**src/sv/ucal_pkg.sv**
```systemverilog
// ----------------------------------------------------------------------------
// ucal_pkg: shared types and constants for the calendar converter
// Divider operation codes, controller/datapath command and status
// structs, and the calendar constant tables.
// ----------------------------------------------------------------------------
package ucal_pkg;

  localparam int unsigned IN_W    = 32;
  localparam int unsigned REM_W   = 17;  // divider remainder, holds 86400 - 1
  localparam int unsigned CNT_W   = 2;   // divider step count, up to 3
  localparam int unsigned DAYS_W  = 16;  // whole days since epoch, < 49711
  localparam int unsigned YEAR_W  = 12;  // true year, 1970..2106

  // reciprocal divider: quotient = (x * recip) >> shift, exact for the
  // operand ranges used here; the remainder is x - quotient * divisor
  localparam int unsigned MUL_W   = 25;  // multiplier operand
  localparam int unsigned RCP_W   = 26;  // reciprocal constant
  localparam int unsigned PROD_W  = MUL_W + RCP_W;
  localparam int unsigned QD_W    = DAYS_W + REM_W;
  localparam int unsigned DAY_PRESHIFT = 7;   // 86400 = 128 * 675
  localparam int unsigned DAY_SHIFT    = 35;
  localparam int unsigned DIV60_SHIFT  = 23;
  localparam int unsigned WEEK_SHIFT   = 19;
  localparam logic [CNT_W-1:0] DIV_STEPS = 2'd3;

  localparam logic [REM_W-1:0] SECS_PER_DAY = 17'd86400;
  localparam logic [REM_W-1:0] SECS_PER_MIN = 17'd60;
  localparam logic [REM_W-1:0] DAYS_PER_WK  = 17'd7;

  localparam logic [YEAR_W-1:0] EPOCH_YEAR = 12'd1970;
  localparam logic [YEAR_W-1:0] BASE_YEAR  = 12'd2000;
  localparam logic [YEAR_W-1:0] LAST_YEAR  = 12'd2099;

  // phase of 1970 within the 4, 100 and 400 year leap cycles
  localparam logic [1:0] EPOCH_MOD4   = 2'd2;
  localparam logic [6:0] EPOCH_MOD100 = 7'd70;
  localparam logic [8:0] EPOCH_MOD400 = 9'd370;

  localparam logic [3:0] MON_DEC = 4'd11;
  localparam logic [3:0] MON_FEB = 4'd1;
  localparam logic [6:0] YEAR_MAX_OUT = 7'd99;

  // thursday is weekday 5 in the sunday=1 numbering; (days + 4) % 7 + 1
  localparam logic [DAYS_W-1:0] WEEK_OFFSET = 16'd4;

  typedef enum logic [1:0] {
    OP_DAY,   // seconds / 86400 -> days, second of day
    OP_SEC,   // second of day / 60 -> minute of day, second
    OP_MIN,   // minute of day / 60 -> hour, minute
    OP_WEEK   // (days + 4) / 7 -> remainder gives weekday
  } div_op_t;

  typedef struct packed {
    logic    input_load;
    logic    div_load;
    div_op_t op;
    logic    div_step;
    logic    year_step;
    logic    month_step;
  } ctl_cmd_t;

  typedef struct packed {
    logic div_last;
    logic year_found;
    logic month_found;
  } ctl_stat_t;

  function automatic logic [4:0] month_len(input logic [3:0] m);
    logic [4:0] len;
    unique case (m)
      4'd1:                   len = 5'd28;
      4'd3, 4'd5, 4'd8, 4'd10: len = 5'd30;
      default:                len = 5'd31;
    endcase
    return len;
  endfunction

  function automatic logic [RCP_W-1:0] div_recip(input div_op_t op);
    logic [RCP_W-1:0] m;
    unique case (op)
      OP_DAY:         m = 26'd50903317;  // ceil(2^35 / 675), operand is seconds >> 7
      OP_SEC, OP_MIN: m = 26'd139811;    // ceil(2^23 / 60)
      OP_WEEK:        m = 26'd74899;     // ceil(2^19 / 7)
      default:        m = 26'd50903317;
    endcase
    return m;
  endfunction

  function automatic logic [REM_W-1:0] div_divisor(input div_op_t op);
    logic [REM_W-1:0] d;
    unique case (op)
      OP_DAY:  d = SECS_PER_DAY;
      OP_SEC:  d = SECS_PER_MIN;
      OP_MIN:  d = SECS_PER_MIN;
      OP_WEEK: d = DAYS_PER_WK;
      default: d = SECS_PER_DAY;
    endcase
    return d;
  endfunction

endpackage

```
**src/sv/ucal_dp.sv**
```systemverilog
// ----------------------------------------------------------------------------
// ucal_dp: calendar converter datapath
// Shared reciprocal-multiply divider for the constant divisors, year and
// month walkers with leap tracking, and the result field registers.
// ----------------------------------------------------------------------------
module ucal_dp (
  input  logic                     clk,
  input  logic                     rst,
  input  ucal_pkg::ctl_cmd_t       cmd,
  output ucal_pkg::ctl_stat_t      stat,
  input  logic [31:0]              unix_seconds,
  output logic [5:0]               second,
  output logic [5:0]               minute,
  output logic [4:0]               hour,
  output logic [2:0]               weekday,
  output logic [4:0]               day_of_month,
  output logic [3:0]               month,
  output logic [6:0]               year,
  output logic                     year_clamped
);

  // divider
  logic [31:0]                      dividend;
  logic [ucal_pkg::CNT_W-1:0]       step_cnt;
  ucal_pkg::div_op_t                op;
  logic [ucal_pkg::REM_W-1:0]       divisor;
  logic [ucal_pkg::RCP_W-1:0]       recip;
  logic [ucal_pkg::MUL_W-1:0]       mul_x;
  logic [ucal_pkg::PROD_W-1:0]      prod;
  logic [ucal_pkg::DAYS_W-1:0]      quo_est;
  logic [ucal_pkg::QD_W-1:0]        qd;
  logic [31:0]                      rem_full;
  logic [ucal_pkg::REM_W-1:0]       rem_val;

  // intermediate fields
  logic [ucal_pkg::DAYS_W-1:0]      days;
  logic [ucal_pkg::REM_W-1:0]       sod;
  logic [10:0]                      mod;
  logic [ucal_pkg::DAYS_W-1:0]      rem_days;

  // year walk
  logic [ucal_pkg::YEAR_W-1:0]      yr;
  logic [1:0]                       c4;
  logic [6:0]                       c100;
  logic [8:0]                       c400;
  logic                             leap;
  logic [8:0]                       year_len;
  logic [4:0]                       mon_len;
  logic [3:0]                       mon;

  logic [31:0]                      load_val;
  logic [ucal_pkg::DAYS_W-1:0]      week_in;

  // step 1: prod = x * recip; step 2: quotient and quotient * divisor;
  // step 3: remainder and field write
  assign divisor  = ucal_pkg::div_divisor(op);
  assign recip    = ucal_pkg::div_recip(op);
  assign mul_x    = (op == ucal_pkg::OP_DAY) ? dividend[31:ucal_pkg::DAY_PRESHIFT]
                                             : dividend[ucal_pkg::MUL_W-1:0];

  always_comb begin
    unique case (op)
      ucal_pkg::OP_DAY:  quo_est = prod[ucal_pkg::DAY_SHIFT +: ucal_pkg::DAYS_W];
      ucal_pkg::OP_SEC,
      ucal_pkg::OP_MIN:  quo_est = prod[ucal_pkg::DIV60_SHIFT +: ucal_pkg::DAYS_W];
      ucal_pkg::OP_WEEK: quo_est = prod[ucal_pkg::WEEK_SHIFT +: ucal_pkg::DAYS_W];
      default:           quo_est = prod[ucal_pkg::DAY_SHIFT +: ucal_pkg::DAYS_W];
    endcase
  end

  assign rem_full = dividend - qd[31:0];
  assign rem_val  = rem_full[ucal_pkg::REM_W-1:0];

  assign week_in = days + ucal_pkg::WEEK_OFFSET;

  // operands are right aligned
  always_comb begin
    unique case (cmd.op)
      ucal_pkg::OP_DAY:  load_val = unix_seconds;
      ucal_pkg::OP_SEC:  load_val = {15'd0, sod};
      ucal_pkg::OP_MIN:  load_val = {21'd0, mod};
      ucal_pkg::OP_WEEK: load_val = {16'd0, week_in};
      default:           load_val = unix_seconds;
    endcase
  end

  assign leap     = (c4 == 2'd0) && ((c100 != 7'd0) || (c400 == 9'd0));
  assign year_len = 9'd365 + {8'd0, leap};
  assign mon_len  = ucal_pkg::month_len(mon) + {4'd0, leap && (mon == ucal_pkg::MON_FEB)};

  assign stat.div_last    = (step_cnt == 2'd1);
  assign stat.year_found  = (rem_days < {7'd0, year_len});
  assign stat.month_found = (rem_days < {11'd0, mon_len}) || (mon == ucal_pkg::MON_DEC);

  always_ff @(posedge clk) begin
    if (rst) begin
      step_cnt <= '0;
    end else if (cmd.div_load) begin
      step_cnt <= ucal_pkg::DIV_STEPS;
    end else if (cmd.div_step) begin
      step_cnt <= step_cnt - 2'd1;
    end
  end

  always_ff @(posedge clk) begin
    if (cmd.div_load) begin
      dividend <= load_val;
      op       <= cmd.op;
    end else if (cmd.div_step) begin
      prod <= {{(ucal_pkg::PROD_W - ucal_pkg::MUL_W){1'b0}}, mul_x}
            * {{(ucal_pkg::PROD_W - ucal_pkg::RCP_W){1'b0}}, recip};
      qd   <= {{(ucal_pkg::QD_W - ucal_pkg::DAYS_W){1'b0}}, quo_est}
            * {{(ucal_pkg::QD_W - ucal_pkg::REM_W){1'b0}}, divisor};
      if (step_cnt == 2'd1) begin
        unique case (op)
          ucal_pkg::OP_DAY: begin
            days     <= quo_est;
            rem_days <= quo_est;
            sod      <= rem_val;
          end
          ucal_pkg::OP_SEC: begin
            mod    <= quo_est[10:0];
            second <= rem_val[5:0];
          end
          ucal_pkg::OP_MIN: begin
            hour   <= quo_est[4:0];
            minute <= rem_val[5:0];
          end
          ucal_pkg::OP_WEEK: begin
            weekday <= rem_val[2:0] + 3'd1;
          end
          default: ;
        endcase
      end
    end

    if (cmd.input_load) begin
      yr   <= ucal_pkg::EPOCH_YEAR;
      c4   <= ucal_pkg::EPOCH_MOD4;
      c100 <= ucal_pkg::EPOCH_MOD100;
      c400 <= ucal_pkg::EPOCH_MOD400;
      mon  <= '0;
    end else if (cmd.year_step && !stat.year_found) begin
      rem_days <= rem_days - {7'd0, year_len};
      yr       <= yr + 12'd1;
      c4       <= c4 + 2'd1;
      c100     <= (c100 == 7'd99)  ? 7'd0 : c100 + 7'd1;
      c400     <= (c400 == 9'd399) ? 9'd0 : c400 + 9'd1;
    end else if (cmd.month_step && !stat.month_found) begin
      rem_days <= rem_days - {11'd0, mon_len};
      mon      <= mon + 4'd1;
    end
  end

  assign day_of_month = rem_days[4:0] + 5'd1;
  assign month        = mon + 4'd1;

  always_comb begin
    priority if (yr < ucal_pkg::BASE_YEAR) begin
      year         = '0;
      year_clamped = 1'b1;
    end else if (yr > ucal_pkg::LAST_YEAR) begin
      year         = ucal_pkg::YEAR_MAX_OUT;
      year_clamped = 1'b1;
    end else begin
      year         = 7'(yr - ucal_pkg::BASE_YEAR);
      year_clamped = 1'b0;
    end
  end

`ifndef SYNTHESIS
  a_step_has_work: assert property (@(posedge clk) disable iff (rst)
    cmd.div_step |-> (step_cnt != 2'd0))
    else $error("divider stepped with no steps left");

  a_rem_in_range: assert property (@(posedge clk) disable iff (rst)
    (cmd.div_step && (step_cnt == 2'd1)) |-> (rem_val < divisor))
    else $error("divider remainder not below divisor");

  a_month_bounded: assert property (@(posedge clk) disable iff (rst)
    cmd.month_step |-> (mon <= ucal_pkg::MON_DEC))
    else $error("month walk ran past december");
`endif

endmodule

```
**src/sv/ucal_ctrl.sv**
```systemverilog
// ----------------------------------------------------------------------------
// ucal_ctrl: calendar converter controller
// Sequences the four divider passes, the year walk and the month walk,
// and raises the result strobe.
// ----------------------------------------------------------------------------
module ucal_ctrl (
  input  logic                  clk,
  input  logic                  rst,
  input  logic                  start,
  output logic                  busy,
  output logic                  done,
  output ucal_pkg::ctl_cmd_t    cmd,
  input  ucal_pkg::ctl_stat_t   stat
);

  typedef enum logic [2:0] {
    S_IDLE,
    S_LOAD,
    S_DIV,
    S_YEAR,
    S_MONTH
  } state_t;

  state_t            state;
  ucal_pkg::div_op_t op;
  ucal_pkg::div_op_t op_next;
  logic              accept;

  assign accept = (state == S_IDLE) && start;

  always_comb begin
    unique case (op)
      ucal_pkg::OP_DAY:  op_next = ucal_pkg::OP_SEC;
      ucal_pkg::OP_SEC:  op_next = ucal_pkg::OP_MIN;
      ucal_pkg::OP_MIN:  op_next = ucal_pkg::OP_WEEK;
      ucal_pkg::OP_WEEK: op_next = ucal_pkg::OP_DAY;
      default:           op_next = ucal_pkg::OP_DAY;
    endcase
  end

  always_comb begin
    cmd            = '0;
    cmd.op         = (state == S_IDLE) ? ucal_pkg::OP_DAY : op;
    cmd.input_load = accept;
    cmd.div_load   = accept || (state == S_LOAD);
    cmd.div_step   = (state == S_DIV);
    cmd.year_step  = (state == S_YEAR);
    cmd.month_step = (state == S_MONTH);
  end

  always_ff @(posedge clk) begin
    if (rst) begin
      state <= S_IDLE;
      op    <= ucal_pkg::OP_DAY;
      busy  <= 1'b0;
      done  <= 1'b0;
    end else begin
      done <= 1'b0;
      unique case (state)
        S_IDLE: begin
          if (start) begin
            state <= S_DIV;
            op    <= ucal_pkg::OP_DAY;
            busy  <= 1'b1;
          end
        end
        S_LOAD: begin
          state <= S_DIV;
        end
        S_DIV: begin
          if (stat.div_last) begin
            op <= op_next;
            if (op == ucal_pkg::OP_WEEK) begin
              state <= S_YEAR;
            end else begin
              state <= S_LOAD;
            end
          end
        end
        S_YEAR: begin
          if (stat.year_found) begin
            state <= S_MONTH;
          end
        end
        S_MONTH: begin
          if (stat.month_found) begin
            state <= S_IDLE;
            busy  <= 1'b0;
            done  <= 1'b1;
          end
        end
        default: state <= S_IDLE;
      endcase
    end
  end

`ifndef SYNTHESIS
  a_busy_tracks_state: assert property (@(posedge clk) disable iff (rst)
    busy == (state != S_IDLE))
    else $error("busy disagrees with controller state");

  a_done_pulse: assert property (@(posedge clk) disable iff (rst)
    done |=> !done)
    else $error("result strobe held longer than one cycle");

  a_done_after_month: assert property (@(posedge clk) disable iff (rst)
    $rose(done) |-> $past(state == S_MONTH))
    else $error("result strobe without finishing the month walk");
`endif

endmodule

```
**src/sv/unix_time_to_calendar.sv**
```systemverilog
// ----------------------------------------------------------------------------
// unix_time_to_calendar: seconds-since-1970 to calendar date and time
// Top level: joins the controller and the datapath.
// ----------------------------------------------------------------------------
// Usage:
//   Drive unix_seconds and raise start. A transaction is accepted at the
//   rising edge where start is high and busy is low; busy then stays high
//   until the conversion completes.
//   The result (second, minute, hour, weekday with Sunday = 1, day_of_month,
//   month, year as year-2000 saturated to 0..99, year_clamped) is shown
//   for exactly one cycle marked by done. The receiver cannot stall; the
//   fields are valid only in that cycle.
// Sequence: four passes through the shared reciprocal divider (days,
//   seconds, minutes, weekday), with a reload step between passes; then
//   the year walk steps through the whole years after 1970 (0..136) and
//   the month walk through the zero-based months (0..11), each walk
//   ending in the step where its target is found. The year walk dominates.
// Throughput: one transaction at a time; busy falls together with done, so
//   the next transaction can be accepted at the edge that ends the done cycle.
// Reset: synchronous rst returns the controller to idle with busy and done
//   low; any conversion in flight is dropped.
// ----------------------------------------------------------------------------
module unix_time_to_calendar (
  input  logic        clk,
  input  logic        rst,
  input  logic        start,
  output logic        busy,
  input  logic [31:0] unix_seconds,
  output logic        done,
  output logic [5:0]  second,
  output logic [5:0]  minute,
  output logic [4:0]  hour,
  output logic [2:0]  weekday,
  output logic [4:0]  day_of_month,
  output logic [3:0]  month,
  output logic [6:0]  year,
  output logic        year_clamped
);

  // command and status between controller and datapath
  ucal_pkg::ctl_cmd_t  cmd;
  ucal_pkg::ctl_stat_t stat;

  ucal_ctrl u_ctrl (
    .clk   (clk),
    .rst   (rst),
    .start (start),
    .busy  (busy),
    .done  (done),
    .cmd   (cmd),
    .stat  (stat)
  );

  // fields are held in datapath registers; they change only when the
  // next transaction loads, which is after the done cycle has ended
  ucal_dp u_dp (
    .clk          (clk),
    .rst          (rst),
    .cmd          (cmd),
    .stat         (stat),
    .unix_seconds (unix_seconds),
    .second       (second),
    .minute       (minute),
    .hour         (hour),
    .weekday      (weekday),
    .day_of_month (day_of_month),
    .month        (month),
    .year         (year),
    .year_clamped (year_clamped)
  );

endmodule
```
**config.mk**
```make
export PLATFORM = sky130hd
export DESIGN_NAME = unix_time_to_calendar
export DESIGN_NICKNAME = d
export VERILOG_FILES = /design/src/sv/ucal_pkg.sv /design/src/sv/ucal_dp.sv /design/src/sv/ucal_ctrl.sv /design/src/sv/unix_time_to_calendar.sv
export SDC_FILE = /design/constraint.sdc
export NUM_CORES = 1
export LEC_CHECK = 0
export ABC_CLOCK_PERIOD_IN_PS = 10100
export BUFFER_PORTS_ARGS = -buffer_cell sky130_fd_sc_hd__buf_2
export CAP_MARGIN = 25
export CELL_PAD_IN_SITES_DETAIL_PLACEMENT = 1
export CELL_PAD_IN_SITES_GLOBAL_PLACEMENT = 1
export CORE_UTILIZATION = 45
export CTS_CLUSTER_DIAMETER = 50
export DETAILED_ROUTE_END_ITERATION = 10
export PLACE_DENSITY = 0.8
export SYNTH_ARGS = -nofsm -noshare
export SYNTH_HDL_FRONTEND = slang
export SYNTH_SLANG_ARGS = --single-unit
```
**constraint.sdc**
```tcl
create_clock -name clk -period 10.1 [get_ports clk]
set_clock_uncertainty 0.2 [all_clocks]
set_input_delay 0.505 -clock clk [delete_from_list [all_inputs] [get_ports clk]]
set_output_delay 0.505 -clock clk [all_outputs]
set_load 0.1 [all_outputs]
```
==> out/summary.md <==
For this configuration, the core starts out at a cell density of 45.7%. For the arrival time of data at the critical path endpoint, the log shows 9.85 ns. Setup violations remaining at the end of the flow were counted as 0. The clock buffer count from CTS is 28, and the post-CTS repair timing setup buffer count is 0.

The tools report the startpoint of the most critical hold path as rst. Tracing the worst setup path back leads to its startpoint at u_dp.op[1]$_DFFE_PP_. Measured against its own limit, the worst slew margin works out to 39.8%.

CTS placed an instance of clkbuf_16 at the clock tree root. The tools report the area occupied by multi-input gates as 19,800 µm². The wire length per cell works out to 22.3 µm. The tools report the number of remaining DRC errors as 0. The largest net degree at the start of global routing is 60, and the number of enable-type register cells in the synthesized netlist is 147.

Horizontal extent of the die: 253 µm. The vertical die dimension is 253 µm. Detailed placement ended at an HPWL of 71.6 mm.

The run gives 63,800 µm² as the die area. The origin of the critical flop-to-flop path was u_dp.op[1]$_DFFE_PP_. The flip-flop cell with the highest count after synthesis was edfxtp_1.

Number of pins exceeding their max-slew limit in the final report: 0. Relative to the synthesized area, the layout overhead comes to 8.56%. Wires add up to 84.5 mm.

For the number of global-route vias before repair, the log shows 23,400. STA classifies the critical path startpoint as a register. Setup repair after global routing left no endpoint under its margin.

In this run the count of I/O pins placed on the die edge is 74. The number of antenna violations at the first check in global routing was 1; the row count was 91. The count of antenna diodes in the layout is 0.

At the later pin of the worst-skew pair, clock insertion delay measures 0.59 ns. In the finished design, the share of the clock period the worst path needs comes to 95.3%. The min-delay analysis places its worst path in the category input port to register.

For this design, the sink count on the clock tree is 206. After clock tree synthesis, the clock-pin slew on the worst setup and hold paths is 0.06 ns. For this run, the detailed router's first-pass iteration total came to 5.

The share of async-settable or async-resettable flops after synthesis is 0%, and the number of instances in the synthesized netlist is 2,857. For this design, the slowest cell found on the critical path is ha_2. The first global-routing pass estimated 133 mm of wire. Global routing finished with a remaining overflow of 0.

The worst setup path is of the register to register kind. The setup slack of the most critical reg-to-reg path is 0.47 ns, and the average size of a mapped cell is 9.89 µm². STA classifies the critical path endpoint as a register.

The actual slew at the worst max-slew pin works out to 0.902 ns. The critical path required time is 10.32 ns. The flow ran to the end, and the final reports show no timing, DRC or antenna violations. Measured on the finished design, the core utilization comes to 49.6%. The remaining number of nets flagged by the antenna check after routing is 0, and the count of maximum capacitance violations is 0. After routing the design area is 30,700 µm². Dividing the detail-routed via count by the number of cells gives 5.37. The register cell area after layout was 5600 µm².

For this block, the initial DRC count from the detailed router was 1,221. Buffer levels on the longest clock path: 3. The logs give 19.8% for the sequential cell area fraction in the yosys report and 29,600 µm² for the instance area after placement. The final layout contains 3,812 nets.

Derived from the worst setup path, the maximum achievable clock frequency is 104 MHz. Input and output buffers added on the ports amount to 73. Number of synthesized register bits: 206.

The tools report the total number of vias as 20,300. The tools report the combined global-route utilization of all metal layers as 27.4%. The fraction of final layout cells with drive strength greater than 1 is 6.43%, and the delay of the slowest cell on the worst path is 0.62 ns. Post-synth design cell area: 28,200 µm². The depth of the CTS H-tree came out at 1. The netlist uses 79 different library cells. The tools report the placer congestion estimate as 0.987.

The filler cells instantiated in the layout total 6,956. For the count of synthesis-stage warnings from yosys, the log shows 0. TritonCTS built the clock tree. Final hold violation count: 0. After floorplanning, the core was sized to cover 61,800 µm².

After routing, the total negative slack on setup checks comes to 0 ns. The final critical delay including setup and external delays was 9.63 ns; the largest fanout on the critical path was 14.
==> Yosys cell counts (7+ instances only) <==
cell type / number / share of area (%)
inv_1: 711 / 9.4
ha_1: 427 / 19
fa_1: 417 / 30
nand2_1: 192 / 2.6
edfxtp_1: 147 / 16
nor2_1: 143 / 1.9
a21oi_1: 106 / 1.9
xnor2_1: 72 / 2.2
o21ai_0: 68 / 1.2
dfxtp_1: 59 / 4.2
and2_1: 50 / 1.1
clkbuf_1: 50 / 0.66
xor2_1: 42 / 1.3
nand3_1: 32 / 0.57
and3_1: 31 / 0.69
nor2b_1: 30 / 0.66
nor3_1: 26 / 0.46
a22oi_1: 18 / 0.48
nand4_1: 17 / 0.38
a21o_1: 16 / 0.43
or2_2: 15 / 0.33
or3_1: 14 / 0.31
mux2i_1: 12 / 0.43
a22o_1: 10 / 0.31
o211ai_1: 10 / 0.27
o21a_1: 8 / 0.21
o22ai_1: 8 / 0.18
a31oi_1: 7 / 0.16
o21bai_1: 7 / 0.19
==> cell usage in the layout, fill, tap and decap left out, drive strengths merged, types with 42 or more instances in the layout <==
cell type / count
and2: 51
o21ai: 73
ha: 427
nand2: 194
dfxtp: 59
xor2: 42
nor2: 144
inv: 717
buf: 93
xnor2: 72
a21oi: 108
fa: 417
edfxtp: 147
==> what timing repair did <==
action | in CTS | in global routing
setup endpoints to repair | 0 | 2
hold buffers | 11 | 0
resized for setup | 0 | 1
endpoints found under the hold margin | 11 | 0
==> final timing paths <==
check / to / depth (start not counted)
min: u_ctrl.busy$_SDFFE_PP0P_ / 2
max reg2reg: u_dp.prod[44]$_DFFE_PP_ / 27
max: u_dp.prod[44]$_DFFE_PP_ / 27
min reg2reg: u_ctrl.busy$_SDFFE_PP0P_ / 2
==> critical path, delay by kind of cell, from the launching register on <==
kind,cells,cell delay (ns)
adder cells (fa/ha/maj),9,4.58
AO/OA/AOI/OAI,7,1.45
buffers and inverters,7,0.95
AND/OR/NAND/NOR,2,0.91
multiplexers,2,0.88
flip-flops,1,0.45
==> registers in the layout, indices dropped and copies added (netlist names) <==
name,count
u_dp.weekday,3
u_ctrl.op,2
u_ctrl.state,3
u_dp.mod,11
u_dp.op,2
u_dp.minute,6
u_ctrl.done,1
u_dp.days,16
u_dp.step_cnt,2
u_dp.sod,17
u_dp.c4,2
u_dp.prod,32
u_dp.dividend,32
u_ctrl.busy,1
u_dp.second,6
u_dp.yr,12
u_dp.c100,7
u_dp.rem_days,16
u_dp.c400,9
u_dp.hour,5
u_dp.qd,17
u_dp.mon,4
==> routing by layer <==
metal | global-route usage [%] | share of wire, % | vias up
met1 | 34.3 | 42 | 10500
met5 | 0 | 0 | -
met2 | 49.4 | 51 | 465
met3 | 2.78 | 4.0 | 144
met4 | 8.29 | 3.2 | 0
li1 | - | - | 9208
==> metrics by stage <==
stage | hold WS (ns) | setup slack, ns | cells
floorplan | 0.264 | 1.67 | 2862
global placement | 0.266 | 0.692 | 3728
detailed placement | 0.284 | 0.436 | 3728
CTS | 0.00410 | 0.348 | 3790
global route | 0.0247 | 0.188 | 3791
finish | 0.0306 | 0.470 | 3791
==> cell type report <==
cell class	instances	area share, %
Multi-Input combinational cell	1881	64.5
Clock buffer	35	2.44
Timing Repair Buffer	104	2.06
Sequential cell	206	18.2
Tap cell	837	3.42
Clock inverter	16	0.657
Inverter	712	8.72
==> kinds of logic (layout without fill, tap and decap cells) <==
kind of cell               Yosys count  count (layout)  share of synthesized area (%)
AOI/OAI and AO/OA                  319             319                           7.24
and+or+nand+nor                    577             577                           9.75
DFF                                206             206                           19.8
other                                2               7                         0.0266
buffers and inverters              775             867                           10.4
muxes                               20              20                          0.797
xor gates and xnor gates           114             114                           3.54
adders and majority gates          844             844                           48.5
Power is left out: the tool's default activity adds up to more than one toggle a clock period on the data nets, which glitch-free logic cannot reach.
